`config.mk`:
```
export PLATFORM = sky130hd
export DESIGN_NAME = multi_hart_agent_scheduler_top
export DESIGN_NICKNAME = d
export VERILOG_FILES = /design/src/rtl/mhas_pkg.sv /design/src/rtl/mhas_ram.sv /design/src/rtl/multi_hart_agent_scheduler_top.sv
export SDC_FILE = /design/constraint.sdc
export NUM_CORES = 1
export LEC_CHECK = 0
export ABC_CLOCK_PERIOD_IN_PS = 4200
export BUFFER_PORTS_ARGS = -buffer_cell sky130_fd_sc_hd__buf_2
export CAP_MARGIN = 20
export CORE_ASPECT_RATIO = 1.4
export CORE_MARGIN = 2
export CORE_UTILIZATION = 57
export CTS_BUF_LIST = sky130_fd_sc_hd__clkbuf_16
export CTS_CLUSTER_SIZE = 16
export DETAILED_ROUTE_END_ITERATION = 8
export PLACE_DENSITY = 0.76
export SYNTH_ARGS = -nofsm -noshare
export SYNTH_HDL_FRONTEND = slang
export SYNTH_SLANG_ARGS = --single-unit
```
`constraint.sdc`:
```
create_clock -name clk -period 4.2 [get_ports clk]
set_clock_uncertainty 0.15 [all_clocks]
set_input_delay 0.42 -clock clk [delete_from_list [all_inputs] [get_ports clk]]
set_output_delay 0.42 -clock clk [all_outputs]
set_load 0.01 [all_outputs]
```
`src/rtl/mhas_pkg.sv`:
```
// Package: shared constants and types for the multi-hart agent scheduler.
package mhas_pkg;
  localparam int Agents = 16;
  localparam int Harts = 4;
  localparam int AgentW = 4;
  localparam int HartW = 2;
  localparam int QDepth = Harts * Agents;
  localparam int QAddrW = 6;
  localparam int QLenW = 5;

  localparam logic [2:0] OP_WRITE = 3'd0;
  localparam logic [2:0] OP_MAIL = 3'd1;
  localparam logic [2:0] OP_NOTIFY = 3'd2;
  localparam logic [2:0] OP_YIELD = 3'd3;
  localparam logic [2:0] OP_IDLE = 3'd4;

  localparam logic [2:0] ST_UNUSED = 3'd0;
  localparam logic [2:0] ST_CREATED = 3'd1;
  localparam logic [2:0] ST_RUNNABLE = 3'd2;
  localparam logic [2:0] ST_RUNNING = 3'd3;
  localparam logic [2:0] ST_WAITING = 3'd4;
  localparam logic [2:0] ST_ZOMBIE = 3'd5;

  localparam logic [1:0] SRC_NONE = 2'd0;
  localparam logic [1:0] SRC_MAIL = 2'd1;
  localparam logic [1:0] SRC_QUEUE = 2'd2;
  localparam logic [1:0] SRC_RR = 2'd3;

  // agent record: status, home, running flag + hart, mail
  typedef struct packed {
    logic [2:0] status;
    logic [HartW-1:0] home;
    logic run_valid;
    logic [HartW-1:0] run_hart;
    logic mail;
  } rec_t;

  localparam int RecW = $bits(rec_t);
endpackage

```
`src/rtl/mhas_ram.sv`:
```
// Generic single-port-write, single-read RAM with registered read data.
module mhas_ram #(
  parameter int Width = 8,
  parameter int Depth = 16
) (
  input  logic                     clk,
  input  logic                     we,
  input  logic [$clog2(Depth)-1:0] waddr,
  input  logic [Width-1:0]         wdata,
  input  logic [$clog2(Depth)-1:0] raddr,
  output logic [Width-1:0]         rdata
);
  logic [Width-1:0] mem [Depth];

  always_ff @(posedge clk) begin
    if (we) begin
      mem[waddr] <= wdata;
    end
    rdata <= mem[raddr];
  end
endmodule

```
`src/rtl/multi_hart_agent_scheduler_top.sv`:
```
// Top level: agent scheduler sequencer around the record and run-queue memories.
//  channel | dir | beat
//  s_axis  | in  | tdata: operation, hart, agent_id, new_status, home_hart, mail_pending
//  m_axis  | out | tdata: picked_valid, picked_agent, pick_source, system_done
// One event at a time; every record or queue access has a read state and a check state.
// Record write or mail: decode, record update, then the done scan over the AGENTS records.
// Notify adds the queue add scan over the home queue.
// A yield and pick at worst: queue add, mail scan, queue scan (read, check and record state per
// entry), round-robin scan, removal and shift, done scan.
// After reset a clearing pass walks the AGENTS records before the first beat is taken.
// The result waits in an output register; an output stall holds the sequencer.
module multi_hart_agent_scheduler_top (
  input  logic        clk,
  input  logic        rst,
  input  logic        s_axis_tvalid,
  output logic        s_axis_tready,
  // [2:0] operation, [4:3] hart, [8:5] agent_id, [11:9] new_status,
  // [13:12] home_hart, [14] mail_pending
  input  logic [15:0] s_axis_tdata,
  output logic        m_axis_tvalid,
  input  logic        m_axis_tready,
  // [0] picked_valid, [4:1] picked_agent, [6:5] pick_source, [7] system_done
  output logic [7:0]  m_axis_tdata
);
  localparam int AW = mhas_pkg::AgentW;
  localparam int HW = mhas_pkg::HartW;
  localparam int NA = mhas_pkg::Agents;
  localparam int QW = mhas_pkg::QAddrW;
  localparam int LW = mhas_pkg::QLenW;

  typedef enum logic [4:0] {
    S_CLEAR, S_IDLE, S_DEC, S_REC, S_ADD, S_ADDCHK, S_PICK,
    S_MRD, S_MCHK, S_QRD, S_QCHK, S_QREC, S_RRD, S_RCHK,
    S_COMMIT, S_RMRD, S_RMCHK, S_SHRD, S_SHWR,
    S_DONE, S_DRD, S_DCHK, S_OUT
  } state_t;

  state_t state;
  logic [2:0] op;
  logic [HW-1:0] hart;
  logic [AW-1:0] id;
  logic [2:0] nst;
  logic [HW-1:0] nhome;
  logic nmail;

  // record memory
  logic rwe;
  logic [AW-1:0] rwaddr, rraddr;
  mhas_pkg::rec_t rwdata, rrdata;
  logic [mhas_pkg::RecW-1:0] rrbits;
  assign rrdata = mhas_pkg::rec_t'(rrbits);

  mhas_ram #(.Width(mhas_pkg::RecW), .Depth(NA)) u_rec (
    .clk(clk), .we(rwe), .waddr(rwaddr), .wdata(rwdata), .raddr(rraddr), .rdata(rrbits)
  );

  // run queue memory: hart * AGENTS + position
  logic qwe;
  logic [QW-1:0] qwaddr, qraddr;
  logic [AW-1:0] qwdata, qrdata;
  mhas_ram #(.Width(AW), .Depth(mhas_pkg::QDepth)) u_q (
    .clk(clk), .we(qwe), .waddr(qwaddr), .wdata(qwdata), .raddr(qraddr), .rdata(qrdata)
  );

  logic [LW-1:0] qlen [mhas_pkg::Harts];
  logic [mhas_pkg::Harts-1:0] cur_valid;
  logic [AW-1:0] cur [mhas_pkg::Harts];
  logic [AW-1:0] rot;

  logic [AW-1:0] cnt;    // scan counter
  logic [AW:0] pos;      // queue position
  logic [AW-1:0] tgt;    // agent being read, added or removed
  logic [HW-1:0] tq;     // queue of tgt
  logic [LW-1:0] tn;     // length of that queue
  logic add_ret;         // 1: after add, go to pick
  logic [AW-1:0] qp_id;
  logic [1:0] src;
  logic [AW-1:0] who;
  logic done_f;
  logic [7:0] obuf;

  // memory control per state
  always_comb begin
    rwe = 1'b0;
    rwaddr = tgt;
    rwdata = rrdata;
    rraddr = tgt;
    qwe = 1'b0;
    qwaddr = {tq, pos[AW-1:0]};
    qwdata = tgt;
    qraddr = {tq, pos[AW-1:0]};
    case (state)
      S_CLEAR: begin
        rwe = 1'b1;
        rwaddr = cnt;
        rwdata = '0;
        rwdata.status = mhas_pkg::ST_UNUSED;
      end
      S_DEC: rraddr = (op == mhas_pkg::OP_YIELD) ? cur[hart] : id;
      S_REC: begin
        case (op)
          mhas_pkg::OP_WRITE: begin
            rwe = 1'b1;
            rwdata.status = nst;
            rwdata.home = nhome;
          end
          mhas_pkg::OP_MAIL: begin
            rwe = 1'b1;
            rwdata.mail = nmail;
          end
          mhas_pkg::OP_NOTIFY: begin
            rwe = rrdata.status != mhas_pkg::ST_ZOMBIE;
            rwdata.status = mhas_pkg::ST_RUNNABLE;
            rwdata.run_valid = 1'b0;
          end
          mhas_pkg::OP_YIELD: begin
            rwe = rrdata.status == mhas_pkg::ST_RUNNING;
            rwdata.status = mhas_pkg::ST_RUNNABLE;
            rwdata.run_valid = 1'b0;
          end
          default: ;
        endcase
      end
      // append at the tail once the scan found no duplicate and the queue is not full
      S_ADD: qwe = (pos == {1'b0, tn}) && (tn != LW'(NA));
      S_MRD, S_MCHK, S_DRD, S_DCHK: rraddr = cnt;
      S_QRD: qraddr = {hart, pos[AW-1:0]};
      S_QCHK: begin
        qraddr = {hart, pos[AW-1:0]};
        rraddr = qrdata;
      end
      S_QREC: rraddr = qp_id;
      S_RRD, S_RCHK: rraddr = rot + cnt;
      S_COMMIT: begin
        // rrdata still holds the record of who
        rwe = 1'b1;
        rwaddr = who;
        rwdata.status = mhas_pkg::ST_RUNNING;
        rwdata.run_valid = 1'b1;
        rwdata.run_hart = hart;
      end
      S_SHWR: begin
        qwe = 1'b1;
        qwaddr = {tq, pos[AW-1:0] - AW'(1)};
        qwdata = qrdata;
      end
      default: ;
    endcase
  end

  always_ff @(posedge clk) begin
    if (rst) begin
      state <= S_CLEAR;
      cnt <= '0;
      pos <= '0;
      for (int h = 0; h < mhas_pkg::Harts; h++) begin
        qlen[h] <= '0;
        cur[h] <= '0;
      end
      cur_valid <= '0;
      rot <= '0;
      op <= '0;
      hart <= '0;
      id <= '0;
      tgt <= '0;
      src <= mhas_pkg::SRC_NONE;
      who <= '0;
      done_f <= 1'b0;
      obuf <= '0;
      s_axis_tready <= 1'b0;
      m_axis_tvalid <= 1'b0;
    end else begin
      if (m_axis_tvalid && m_axis_tready && state != S_OUT) m_axis_tvalid <= 1'b0;
      case (state)
        S_CLEAR: begin
          cnt <= cnt + 1'b1;
          if (cnt == AW'(NA - 1)) begin
            state <= S_IDLE;
            s_axis_tready <= 1'b1;
          end
        end
        S_IDLE: begin
          if (s_axis_tvalid && s_axis_tready) begin
            op <= s_axis_tdata[2:0];
            hart <= s_axis_tdata[4:3];
            id <= s_axis_tdata[8:5];
            nst <= s_axis_tdata[11:9];
            nhome <= s_axis_tdata[13:12];
            nmail <= s_axis_tdata[14];
            s_axis_tready <= 1'b0;
            src <= mhas_pkg::SRC_NONE;
            who <= '0;
            state <= S_DEC;
          end
        end
        S_DEC: begin
          tgt <= (op == mhas_pkg::OP_YIELD) ? cur[hart] : id;
          case (op)
            mhas_pkg::OP_WRITE:
              state <= (nst > mhas_pkg::ST_ZOMBIE) ? S_DONE : S_REC;
            mhas_pkg::OP_MAIL, mhas_pkg::OP_NOTIFY: state <= S_REC;
            mhas_pkg::OP_YIELD: state <= cur_valid[hart] ? S_REC : S_PICK;
            mhas_pkg::OP_IDLE: state <= S_PICK;
            default: state <= S_DONE;
          endcase
        end
        S_REC: begin
          if ((op == mhas_pkg::OP_NOTIFY && rrdata.status != mhas_pkg::ST_ZOMBIE) ||
              (op == mhas_pkg::OP_YIELD && rrdata.status == mhas_pkg::ST_RUNNING)) begin
            tq <= rrdata.home;
            tn <= qlen[rrdata.home];
            pos <= '0;
            add_ret <= op == mhas_pkg::OP_YIELD;
            state <= S_ADD;
          end else if (op == mhas_pkg::OP_YIELD) begin
            state <= S_PICK;
          end else begin
            state <= S_DONE;
          end
        end
        S_ADD: begin
          if (pos == {1'b0, tn}) begin
            if (tn != LW'(NA)) qlen[tq] <= tn + 1'b1;
            state <= add_ret ? S_PICK : S_DONE;
          end else begin
            state <= S_ADDCHK;
          end
        end
        S_ADDCHK: begin
          if (qrdata == tgt) begin
            state <= add_ret ? S_PICK : S_DONE;
          end else begin
            pos <= pos + 1'b1;
            state <= S_ADD;
          end
        end
        S_PICK: begin
          cnt <= '0;
          state <= S_MRD;
        end
        S_MRD: state <= S_MCHK;
        S_MCHK: begin
          if (rrdata.status != mhas_pkg::ST_UNUSED && rrdata.status != mhas_pkg::ST_ZOMBIE &&
              rrdata.status != mhas_pkg::ST_CREATED && rrdata.home == hart && rrdata.mail) begin
            who <= cnt;
            src <= mhas_pkg::SRC_MAIL;
            state <= S_COMMIT;
          end else if (cnt == AW'(NA - 1)) begin
            pos <= '0;
            state <= S_QRD;
          end else begin
            cnt <= cnt + 1'b1;
            state <= S_MRD;
          end
        end
        S_QRD: begin
          if (pos >= {1'b0, qlen[hart]}) begin
            cnt <= '0;
            state <= S_RRD;
          end else begin
            state <= S_QCHK;
          end
        end
        S_QCHK: begin
          qp_id <= qrdata;
          state <= S_QREC;
        end
        S_QREC: begin
          if (rrdata.status == mhas_pkg::ST_RUNNABLE && !rrdata.run_valid) begin
            who <= qp_id;
            src <= mhas_pkg::SRC_QUEUE;
            state <= S_COMMIT;
          end else begin
            pos <= pos + 1'b1;
            state <= S_QRD;
          end
        end
        S_RRD: state <= S_RCHK;
        S_RCHK: begin
          if (rrdata.status == mhas_pkg::ST_RUNNABLE && rrdata.home == hart) begin
            who <= rot + cnt;
            rot <= rot + cnt + 1'b1;
            src <= mhas_pkg::SRC_RR;
            state <= S_COMMIT;
          end else if (cnt == AW'(NA - 1)) begin
            state <= S_DONE;
          end else begin
            cnt <= cnt + 1'b1;
            state <= S_RRD;
          end
        end
        S_COMMIT: begin
          cur_valid[hart] <= 1'b1;
          cur[hart] <= who;
          tq <= rrdata.home;
          tn <= qlen[rrdata.home];
          tgt <= who;
          pos <= '0;
          state <= S_RMRD;
        end
        S_RMRD: begin
          if (pos >= {1'b0, tn}) state <= S_DONE;
          else state <= S_RMCHK;
        end
        S_RMCHK: begin
          if (qrdata == tgt) begin
            qlen[tq] <= tn - 1'b1;
            pos <= pos + 1'b1;
            state <= S_SHRD;
          end else begin
            pos <= pos + 1'b1;
            state <= S_RMRD;
          end
        end
        // move each later entry down by one
        S_SHRD: begin
          if (pos >= {1'b0, tn}) state <= S_DONE;
          else state <= S_SHWR;
        end
        S_SHWR: begin
          pos <= pos + 1'b1;
          state <= S_SHRD;
        end
        S_DONE: begin
          cnt <= '0;
          done_f <= 1'b1;
          state <= S_DRD;
        end
        S_DRD: state <= S_DCHK;
        S_DCHK: begin
          if ((cnt != '0 && rrdata.status != mhas_pkg::ST_UNUSED &&
               rrdata.status != mhas_pkg::ST_ZOMBIE) ||
              rrdata.status == mhas_pkg::ST_RUNNABLE ||
              (rrdata.status == mhas_pkg::ST_WAITING && rrdata.mail))
            done_f <= 1'b0;
          if (cnt == AW'(NA - 1)) begin
            state <= S_OUT;
          end else begin
            cnt <= cnt + 1'b1;
            state <= S_DRD;
          end
        end
        S_OUT: begin
          if (!m_axis_tvalid || m_axis_tready) begin
            obuf <= {done_f, src, who, src != mhas_pkg::SRC_NONE};
            m_axis_tvalid <= 1'b1;
            s_axis_tready <= 1'b1;
            state <= S_IDLE;
          end
        end
        default: state <= S_IDLE;
      endcase
    end
  end

  assign m_axis_tdata = obuf;

  a_ready_idle: assert property (@(posedge clk) disable iff (rst)
    s_axis_tready |-> state == S_IDLE)
    else $error("input open while busy");

  a_out_hold: assert property (@(posedge clk) disable iff (rst)
    m_axis_tvalid && !m_axis_tready |=> m_axis_tvalid && $stable(m_axis_tdata))
    else $error("output beat changed while stalled");

  a_no_pick_zero: assert property (@(posedge clk) disable iff (rst)
    m_axis_tvalid && !m_axis_tdata[0] |-> m_axis_tdata[6:1] == '0)
    else $error("empty pick carries agent or source");

  a_qlen_bound: assert property (@(posedge clk) disable iff (rst)
    qlen[hart] <= LW'(NA))
    else $error("run queue length overflow");
endmodule

```
==> insert_results.sql <==
INSERT INTO impl_metrics (metric_group, metric, value, unit) VALUES
('status', 'status', 'complete, no violations', ''),
('logic_synthesis', 'synth-async-reset-ratio', '0', ''),
('global_route', 'groute.usage.overall', '0.260', ''),
('timing', 'rel_slew_slack', '0.282', ''),
('detailed_routing', 'routed-wl-met3', '2440', 'um'),
('logic_synthesis', 'synth_flop_cell', 'edfxtp_1', ''),
('clock_network', 'cts_tree', 'done', ''),
('timing', 'max_clock_freq', '0.276', 'GHz'),
('clock_network', 'clock_latency', '0.59', 'ns'),
('pwr', 'intPower', '7540', 'uW'),
('global_route', 'antenna_found_initial', '0', ''),
('timing', 'timing_worst_slew_pin_value', '1.08', 'ns'),
('setup_path', 'worst-path-max-fanout', '5', ''),
('logic_synthesis', 'ys.warnings.count', '0', ''),
('detailed_routing', 'vias_per_cell', '6.30', ''),
('global_route', 'grt_pass1_wl', '76300', 'um'),
('pwr', 'power.leakage', '0.00768', 'uW'),
('setup_path', 'critical-path-slowest-cell', 'or3_1', ''),
('clock_network', 'clock_transition_at_the_register_clock_pins_on_the_worst_setup_and_hold_paths_after_cts', '0.06', 'ns'),
('layout', 'final_common_cell', 'edfxtp_1', ''),
('floorplanning', 'die_area', '39200', 'sq um'),
('setup_path', 'cp_cell_sequence', 'xnor2_1 > nand4_1 > or3_1 > nor2_1 > inv_1 > fa_1 > inv_1 > a21o_1 > a21oi_1 > xnor2_1 > xnor2_1 > nor2_1', ''),
('pwr', 'power.share.combinational', '0.018', ''),
('floorplanning', 'die-width', '168', 'um'),
('clock_network', 'cts.path.max_buffers', '3', ''),
('detailed_routing', 'drt_pass1_iterations', '6', ''),
('layout', 'area.growth.synth_to_final', '11.5', '%'),
('detailed_routing', 'route.final.wire_length', '50100', 'um'),
('setup_path', 'r2r-start', 'tgt[0]', ''),
('setup_path', 'timing.critical_path.arrival', '3.78', 'ns'),
('timing', 'hold_viol', '0', ''),
('floorplanning', 'core_region_area', '37300', 'sq um'),
('setup_path', 'critical_path_required', '4.36', 'ns'),
('timing', 'min_period', '3.62', 'ns'),
('detailed_routing', 'via_count', '12800', ''),
('timing', 'setup_violations', '0', ''),
('pwr', 'pwr_density_cell', '397', 'nW/um^2'),
('setup_path', 'sort_of_element_at_the_start_of_the_critical_path', 'flip-flop', ''),
('layout', 'final_area', '23900', 'sq um'),
('min_path', 'hp-start', 's_axis_tvalid', ''),
('timing', 'postLayoutSetupSlackWorst', '0.576', 'ns'),
('clock_network', 'tritoncts.num_buffers', '45', ''),
('floorplanning', 'initial_standard_cell_utilization_of_the_core', '0.574', ''),
('pwr', 'share_seq_of_total_power', '0.556', ''),
('min_path', 'whs_endpoint', 's_axis_tready', ''),
('setup_path', 'r2r_setup_slack', '0.58', 'ns'),
('pwr', 'p_switching', '1940', 'uW'),
('setup_path', 'worst_r2r_path_depth', '12', ''),
('detailed_routing', 'remaining_drc_errors', '0', ''),
('global_route', 'via_count_of_the_first_global_routing_pass', '13000', ''),
('flow_run', 'maxCapViolations', '0', ''),
('layout', 'num_antenna_cells', '0', ''),
('layout', 'utilization', '0.640', ''),
('clock_network', 'cts_resized', '0', ''),
('detailed_routing', 'ant_nets', '0', ''),
('timing', 'final.hold.worst_slack', '0.201', 'ns'),
('min_path', 'timing.hold.worst.class', 'input port to flip-flop', ''),
('global_route', 'grt_start_max_net_pins', '77', ''),
('setup_path', 'timing_worst_setup_path_type', 'flip-flop to flip-flop', ''),
('layout', 'num-nets-final', '1560', ''),
('placement', 'place_worst_setup_slack', '0.701', 'ns'),
('timing', 'final.period_utilization', '0.863', ''),
('min_path', 'min_path_cells', '5', ''),
('layout', 'share_of_layout_cells_above_drive_strength_1', '0.174', ''),
('setup_path', 'slowest_delay', '0.54', 'ns'),
('clock_network', 'cts.root.buffer_cell', 'clkbuf_16', ''),
('clock_network', 'cts.sinks', '487', ''),
('logic_synthesis', 'synth_area_per_cell', '14.8', 'sq um'),
('timing', 'grt_setup_unrepaired', 'no', ''),
('setup_path', 'cp.buffers_inverters', '2', ''),
('setup_path', 'crit_end_category', 'flip-flop', '');
==> registers in the layout, summed over array words and instances, names as in the netlist, 2 cells and up, named ones only <==
name	flops
cnt	4
hart	2
cur_valid	4
u_rec.mem	112
u_rec.rdata	7
tn	5
state	5
qlen	20
op	3
nst	3
m_axis_tdata	8
cur	16
pos	5
who	4
id	4
tgt	4
src	2
tq	2
qp_id	4
rot	4
u_q.rdata	4
nhome	2
u_q.mem	256
==> metrics by stage <==
stage / total power [uW] / instances
after floorplan: 5470 / 1444
after global placement: 5530 / 1927
after detailed placement: 5530 / 1927
after CTS: 9530 / 2026
after global routing: 9730 / 2026
final: 9480 / 2026
==> worst register-to-register path, cell delays in order (launching register included) <==
cell,delay (ns)
dfxtp_1,0.47
xnor2_1,0.16
nand4_1,0.32
or3_1,0.54
nor2_1,0.34
inv_1,0.10
fa_1,0.41
inv_1,0.07
a21o_1,0.11
a21oi_1,0.07
xnor2_1,0.13
xnor2_1,0.40
nor2_1,0.10
==> timing repair <==
item,in CTS,in global routing
hold buffers,16,0
endpoints found under the hold margin,18,0
setup buffers,0,0
==> power groups by stage <==
stage | sequential [uW] | combinational [uW] | clock [uW]
3_5_place_dp | 5380 | 156 | 0
5_1_grt | 5280 | 186 | 4270
3_3_place_gp | 5370 | 151 | 0
6_report | 5270 | 170 | 4040
2_1_floorplan | 5360 | 111 | 0
4_1_cts | 5270 | 169 | 4090
==> logic make-up after synthesis <==
group | count (synthesis) | synth area share
AO/OA/AOI/OAI | 192 | 0.0624
XOR/XNOR | 19 | 0.00841
adder cells (fa/ha/maj) | 23 | 0.0141
buffers and inverters | 105 | 0.0221
flip-flops | 487 | 0.652
multiplexers | 193 | 0.149
AND/OR/NAND/NOR | 425 | 0.0923
==> how the worst max path moves through the flow <==
stage                     startpoint        endpoint  slack [ns]  cells past startpoint
after floorplan               pos[0]  u_q.mem[59][0]        0.94                     11
after global placement      state[2]  u_q.mem[40][0]        0.71                      6
after detailed placement      tgt[0]      qlen[1][4]        0.70                     12
after CTS                     tgt[0]      qlen[1][4]        0.69                     12
after global routing          tgt[0]      qlen[2][4]        0.40                     12
final                         tgt[0]      qlen[1][4]        0.58                     12
==> metal layers <==
| layer | vias up | GRT usage |
|---|---|---|
| met5 | - | 0 |
| met4 | 0 | 0.142 |
| met3 | 149 | 0.0330 |
| met2 | 522 | 0.484 |
| met1 | 6372 | 0.289 |
| li1 | 5730 | - |
==> synthesized netlist by cell type (3+ instances only) <==
library cell,n,area (sq um)
o21ai_1,3,15.0
o32ai_1,3,26.3
nand4_1,5,31.3
and2_1,14,87.6
clkbuf_1,34,128
mux4_2,97,2180
a21oi_1,54,270
inv_1,35,131
o21a_1,5,37.5
nor3_1,23,115
nor4_1,6,37.5
o211ai_1,4,30.0
a221o_1,4,40.0
mux2i_1,93,931
nand3b_1,5,37.5
and3_1,9,56.3
nand2b_1,17,106
or3_1,7,43.8
a22o_1,3,26.3
o21ai_0,26,130
buf_4,5,37.5
a21o_1,12,90.1
nand3_1,20,100
dfxtp_1,65,1300
buf_6,4,45.0
a311oi_1,3,26.3
a31o_2,3,26.3
buf_2,25,125
nor2b_1,19,119
nor2_1,184,691
xor2_1,4,35.0
a211oi_1,12,90.1
a22oi_1,18,135
a31oi_1,7,43.8
ha_1,21,263
nand2_1,100,375
a221oi_1,6,52.6
a32oi_1,3,26.3
edfxtp_1,422,12700
xnor2_1,14,123
==> area by class of cell <==
class / instances / area, sq um
timing repair buffer: 96 / 716
clock buffer: 45 / 1130
inverter: 35 / 131
fill: 2622 / 13400
clock inverter: 38 / 339
tap: 473 / 592
sequential: 487 / 14000
multi-input combinational: 852 / 7000
No activity file was read; power rests on OpenSTA's default activity.
